### config.mk
export PLATFORM = sky130hd
export DESIGN_NAME = node_table_register_lru
export DESIGN_NICKNAME = d
export VERILOG_FILES = /design/src/rtl/ntrlru_pkg.sv /design/src/rtl/node_table_register_lru.sv
export SDC_FILE = /design/constraint.sdc
export NUM_CORES = 1
export LEC_CHECK = 0
export BUFFER_PORTS_ARGS = -buffer_cell sky130_fd_sc_hd__clkbuf_2
export CORE_MARGIN = 2
export CORE_UTILIZATION = 55
export CTS_CLUSTER_DIAMETER = 40
export CTS_CLUSTER_SIZE = 8
export DETAILED_ROUTE_END_ITERATION = 6
export PLACE_DENSITY = 0.73
export SLEW_MARGIN = 0
export SYNTH_ARGS = -nofsm -noshare
export SYNTH_HDL_FRONTEND = slang
export SYNTH_SLANG_ARGS = --single-unit
### constraint.sdc
create_clock -name clk -period 7.25 [get_ports clk]
set_input_delay 0.725 -clock clk [delete_from_list [all_inputs] [get_ports clk]]
set_output_delay 0.725 -clock clk [all_outputs]
set_load 0.1 [all_outputs]
### src/rtl/ntrlru_pkg.sv
`default_nettype none

package ntrlru_pkg;

  // Field widths of the stream payloads.
  localparam int unsigned ID_W     = 8;
  localparam int unsigned TIME_W   = 32;
  localparam int unsigned SLOT_W   = 4;
  localparam int unsigned ACTION_W = 2;
  localparam int unsigned COUNT_W  = 5;

  // Packed widths, rounded up to whole bytes.
  localparam int unsigned IN_BITS  = ID_W + TIME_W;
  localparam int unsigned IN_W     = ((IN_BITS + 7) / 8) * 8;
  localparam int unsigned OUT_BITS = SLOT_W + ACTION_W + ID_W + COUNT_W;
  localparam int unsigned OUT_W    = ((OUT_BITS + 7) / 8) * 8;

  // Kind of table update reported with each result.
  typedef enum logic [ACTION_W-1:0] {
    ACT_REFRESH = 2'd0,
    ACT_APPEND  = 2'd1,
    ACT_REPLACE = 2'd2
  } action_t;

endpackage

`default_nettype wire

### src/rtl/node_table_register_lru.sv
// Neighbor table of node ids with last-seen timestamps and least-recently-seen
// replacement. Each input transaction carries a node id and the current time
// and yields exactly one result transaction: the slot that was refreshed
// (id already present), appended (free room) or replaced (table full; the
// entry with the smallest unsigned timestamp, lowest index on ties), the
// action taken, the evicted id (zero unless replaced) and the entry count
// after the update. The table sits in a single-read-port memory that a small
// sequencer scans one entry per cycle, matching the id and tracking the oldest
// entry in the same pass. An item occupies the block from acceptance, through
// the scan of the filled entries (skipped when the table is empty), until its
// decision, which also waits for as long as the output register still holds
// an untaken result; no new item is accepted meanwhile. The next item can be
// accepted while the previous result still waits on the output.
// Slot and count fields carry the low bits if TABLE_DEPTH exceeds their width.

`default_nettype none

module node_table_register_lru #(
  parameter int unsigned TABLE_DEPTH = 16
) (
  input  wire logic                          clk,
  input  wire logic                          rst_n,
  // in_tdata fields from bit 0: node_id[7:0], now_time[39:8]
  input  wire logic                          in_tvalid,
  output logic                               in_tready,
  input  wire logic [ntrlru_pkg::IN_W-1:0]   in_tdata,
  // out_tdata fields from bit 0: slot[3:0], action[5:4], evicted_id[13:6],
  // table_count[18:14], zero fill above
  output logic                               out_tvalid,
  input  wire logic                          out_tready,
  output logic [ntrlru_pkg::OUT_W-1:0]       out_tdata
);

  import ntrlru_pkg::*;

  localparam int unsigned IDX_W = $clog2(TABLE_DEPTH);
  localparam int unsigned CNT_W = $clog2(TABLE_DEPTH + 1);

  typedef enum logic [1:0] {
    ST_IDLE,
    ST_SCAN,
    ST_DECIDE
  } state_t;

  state_t              state_r;
  logic [CNT_W-1:0]    fill_count_r;
  logic [ID_W-1:0]     req_id_r;
  logic [TIME_W-1:0]   req_time_r;
  logic [IDX_W-1:0]    rd_idx_r;
  logic [IDX_W-1:0]    cmp_idx_r;
  logic                cmp_vld_r;
  logic [ID_W-1:0]     rd_id_r;
  logic [TIME_W-1:0]   rd_time_r;
  logic                hit_r;
  logic [IDX_W-1:0]    hit_idx_r;
  logic [IDX_W-1:0]    min_idx_r;
  logic [ID_W-1:0]     min_id_r;
  logic [TIME_W-1:0]   min_time_r;
  logic                out_tvalid_r;
  logic [OUT_W-1:0]    out_tdata_r;

  // Table storage.
  logic [ID_W-1:0]     ids_mem   [TABLE_DEPTH];
  logic [TIME_W-1:0]   times_mem [TABLE_DEPTH];

  logic                in_fire;
  logic                out_free;
  logic                is_full;
  logic [CNT_W-1:0]    last_idx;
  logic                rd_last;
  logic                cmp_last;
  logic                cmp_match;
  logic                cmp_older;
  logic                wr_en;
  logic [IDX_W-1:0]    wr_idx;
  logic                wr_id_en;
  logic [IDX_W-1:0]    res_idx;
  action_t             res_action;
  logic [ID_W-1:0]     res_evicted;
  logic [CNT_W-1:0]    res_count;
  logic [31:0]         res_idx_ext;
  logic [31:0]         res_count_ext;

  assign in_tready  = (state_r == ST_IDLE);
  assign in_fire    = in_tvalid && in_tready;
  assign out_tvalid = out_tvalid_r;
  assign out_tdata  = out_tdata_r;
  assign out_free   = !out_tvalid_r || out_tready;

  // Scan bookkeeping.
  assign is_full   = (fill_count_r == CNT_W'(TABLE_DEPTH));
  assign last_idx  = fill_count_r - CNT_W'(1);
  assign rd_last   = (CNT_W'(rd_idx_r) == last_idx);
  assign cmp_last  = cmp_vld_r && (CNT_W'(cmp_idx_r) == last_idx);
  assign cmp_match = cmp_vld_r && !hit_r && (rd_id_r == req_id_r);
  assign cmp_older = cmp_vld_r && ((cmp_idx_r == '0) || (rd_time_r < min_time_r));

  // Decision taken once the scan has finished.
  always_comb begin
    res_evicted = '0;
    res_count   = fill_count_r;
    wr_id_en    = 1'b1;
    if (hit_r) begin
      res_idx    = hit_idx_r;
      res_action = ACT_REFRESH;
      wr_id_en   = 1'b0;
    end else if (is_full) begin
      res_idx     = min_idx_r;
      res_action  = ACT_REPLACE;
      res_evicted = min_id_r;
    end else begin
      res_idx    = fill_count_r[IDX_W-1:0];
      res_action = ACT_APPEND;
      res_count  = fill_count_r + CNT_W'(1);
    end
  end

  assign res_idx_ext   = 32'(res_idx);
  assign res_count_ext = 32'(res_count);
  assign wr_en         = (state_r == ST_DECIDE) && out_free;
  assign wr_idx        = res_idx;

  // Table write at decision time and one registered read per scan cycle.
  always_ff @(posedge clk) begin
    if (wr_en) begin
      times_mem[wr_idx] <= req_time_r;
      if (wr_id_en) begin
        ids_mem[wr_idx] <= req_id_r;
      end
    end
    rd_id_r   <= ids_mem[rd_idx_r];
    rd_time_r <= times_mem[rd_idx_r];
  end

  // Sequencer, scan trackers and output register.
  always_ff @(posedge clk) begin
    if (!rst_n) begin
      state_r      <= ST_IDLE;
      fill_count_r <= '0;
      rd_idx_r     <= '0;
      cmp_vld_r    <= 1'b0;
      hit_r        <= 1'b0;
      out_tvalid_r <= 1'b0;
    end else begin
      // The output register loads at decision time and empties when taken.
      if ((state_r == ST_DECIDE) && out_free) begin
        out_tvalid_r <= 1'b1;
      end else if (out_tready) begin
        out_tvalid_r <= 1'b0;
      end
      unique case (state_r)
        ST_IDLE: begin
          cmp_vld_r <= 1'b0;
          if (in_fire) begin
            req_id_r   <= in_tdata[ID_W-1:0];
            req_time_r <= in_tdata[ID_W +: TIME_W];
            rd_idx_r   <= '0;
            hit_r      <= 1'b0;
            if (fill_count_r == '0) begin
              state_r <= ST_DECIDE;
            end else begin
              state_r <= ST_SCAN;
            end
          end
        end
        ST_SCAN: begin
          // Issue the next read while the previous entry is compared.
          cmp_vld_r <= !cmp_last;
          cmp_idx_r <= rd_idx_r;
          if (!rd_last) begin
            rd_idx_r <= rd_idx_r + IDX_W'(1);
          end
          if (cmp_match) begin
            hit_r     <= 1'b1;
            hit_idx_r <= cmp_idx_r;
          end
          if (cmp_older) begin
            min_idx_r  <= cmp_idx_r;
            min_id_r   <= rd_id_r;
            min_time_r <= rd_time_r;
          end
          if (cmp_last) begin
            state_r <= ST_DECIDE;
          end
        end
        ST_DECIDE: begin
          if (out_free) begin
            out_tdata_r  <= OUT_W'({res_count_ext[COUNT_W-1:0], res_evicted,
                                    res_action, res_idx_ext[SLOT_W-1:0]});
            fill_count_r <= res_count;
            state_r      <= ST_IDLE;
          end
        end
        default: begin
          state_r <= ST_IDLE;
        end
      endcase
    end
  end

endmodule

`default_nettype wire
==> results.toml <==
[critical_path]
critPathCaptureType = "flip-flop"
cp-start-kind = "flip-flop"
crit_slowest_cell = "nor2_4"
slowest_delay_ps = 680
required_ps = 7560
path_class = "flip-flop to flip-flop"
path_max_fanout = 18
cp.arrival_ps = 4210
crit_chain = "inv_1 > ha_1 > and4bb_1 > mux2i_1 > and2_1 > a21oi_2 > nand2b_1 > nor2_4 > buf_4"

[sta]
drv_slew = 0
tightest_slew_ps = 1220
min_period_over_period = 0.539
tns_ps = 0
max_freq_ghz = 0.256
hold_viol = 0
maxSlewHeadroom = 0.186
fin_skew_ps = 46.8
setup_viol = 0
rsz0062_at_grt = "false"
period_needed_ps = 3900

[clock_network]
h-tree-depth = 3
clk_pin_slew_ps = 50
cts_setup_buffers = 0
cts_buffers = 116
clk_latency_ps = 660
cts_max_path_buffers = 3
postCtsResizedCells = 0
clkSinkCount = 805
tritoncts = "yes"
hold_buffers = 0
root_buffer = "clkbuf_16"

[placed_design]
dp_cells = 2134
placed_area_um2 = 31900
hpwl_um = 33000
numPortBuffers = 64
gp_congestion = 0.807

[cells_and_area]
fin_area_um2 = 35400
syn_to_final_growth_pct = 15.4
drive_above_1_share = 0.234
layout_commonest_cell = "edfxtp_1"
diodes = 0
nFillCells = 3554
fin_nets = 1582
final-instance-count-excl-fill = 2352
regArea_um2 = 23600
layout_common_cells = "edfxtp_1, mux4_2, clkbuf_16"
multiInputGateArea_um2 = 6640

[logic_synthesis]
synth_warnings = 0
async_reset_ff_frac = 0
ys_ff_latch = 805
synth-main-ff-cell = "edfxtp_1"
synth_edf_count = 751
synth_cell_type_count = 56
syn_area_um2 = 30700
synth_cells = 1357
syn_area_per_cell_um2 = 22.6
yosysSeqAreaShare = 0.770

[floorplan]
die_area_um2 = 57700
die_y_um = 240
row_count = 86
num_io_pins = 70
start_util = 0.557
core_um2 = 55100
fp.dieW_um = 240

[pwr]
power_leakage_nw = 11.5
power.density_nw_per_um2 = 308
ir_worst_vdd_mv = 0.252

[run]
max-cap-violations = 0

[grt]
grt_pass1_vias = 14430
antenna_found_initial = 1
grt_max_degree = 99
track_usage = 0.216
grt_overflow = 0
grt_pass1_wl_um = 90400

[route]
drt-total-wl_um = 60100
dr_total_vias = 13892
viasPerCell = 5.91
wire_per_inst_um = 25.5
dr.pass1.iters = 7
ant_nets = 0
drtIter0Drc = 1253
drt_drc_violations_left = 0

[worst_hold_path]
hold_class = "primary input to flip-flop"

[status]
outcome = "completed"
flip-flops by register name (all words and copies together) (netlist names):
name / cells
times_mem: 512
ids_mem: 128
min_time_r: 32
rd_time_r: 32
req_time_r: 32
out_tdata: 19
min_id_r: 8
rd_id_r: 8
req_id_r: 8
fill_count_r: 5
cmp_idx_r: 4
hit_idx_r: 4
min_idx_r: 4
rd_idx_r: 4
state_r: 2
cmp_vld_r: 1
hit_r: 1
out_tvalid: 1
through the flow:
step / hold slack (ps) / utilization / power, mW / setup slack [ps]
finish: 235 / 0.643 / 10.9 / 3350
CTS: 209 / 0.643 / 11.0 / 3350
global route: 219 / 0.643 / 11.2 / 3080
global placement: 423 / 0.578 / 5.90 / 3590
detailed placement: 430 / 0.578 / 5.92 / 3430
floorplan: 406 / - / 5.75 / 1970
cell usage after synthesis (14+ instances only):
cell / number / share of area
edfxtp_1: 751 / 0.73
mux4_2: 125 / 0.092
mux4_1: 75 / 0.064
dfxtp_1: 54 / 0.035
nor2_1: 42 / 0.0051
inv_1: 40 / 0.0049
nand2_1: 36 / 0.0044
ha_1: 34 / 0.014
clkbuf_1: 20 / 0.0024
a21oi_1: 16 / 0.0026
buf_6: 14 / 0.0051
worst max-delay path: cells and delay by family, from the launching register on:
kind            cells  cell delay, ps
simple gates        4            1870
flops               1             390
compound gates      1              70
buf+inv             2             550
mux                 1             320
fa+ha+maj           1             320
final timing paths:
kind                                startpoint                    endpoint  slack (ps)  depth (start not counted)
hold reg to reg          rd_time_r[26]$_DFF_P_    min_time_r[26]$_DFFE_PP_         430                          0
setup / recovery  fill_count_r[0]$_SDFFE_PN0P_  times_mem[4][29]$_DFFE_PP_        3350                          9
setup reg to reg  fill_count_r[0]$_SDFFE_PN0P_  times_mem[4][29]$_DFFE_PP_        3350                          9
hold / removal                    in_tdata[10]     req_time_r[2]$_DFFE_PP_         230                          1
cell type report:
type / instances / area share
Sequential cell: 805 / 0.668
Inverter: 41 / 0.00438
Clock inverter: 14 / 0.00601
Clock buffer: 204 / 0.0937
Tap cell: 748 / 0.0264
Multi-Input combinational cell: 454 / 0.188
Timing Repair Buffer: 86 / 0.0141
report_power, final:
| group | internal, mW | switching (mW) |
|---|---|---|
| clock | 3.20 | 1.86 |
| combinational | 0.179 | 0.307 |
| sequential | 5.24 | 0.117 |
routing by layer:
layer	up-vias	GRT usage	part of all wire	wire length, µm
met5	-	0	0	0
met4	0	0.0702	0.021	1270
met3	100	0.0511	0.075	4530
met2	554	0.337	0.48	29000
met1	7247	0.307	0.42	25200
li1	5991	-	-	-
cell families (layout without fill, tap and decap cells):
logic type / after synthesis / count (layout) / synth area share
other cells: 1 / 5 / 0.000122
mux: 202 / 202 / 0.157
flops: 805 / 805 / 0.770
xor+xnor: 22 / 22 / 0.00628
fa+ha+maj: 34 / 34 / 0.0139
simple gates: 133 / 133 / 0.0219
buf+inv: 102 / 345 / 0.0184
compound gates: 58 / 58 / 0.0127
(Power assumes the default switching activity.)
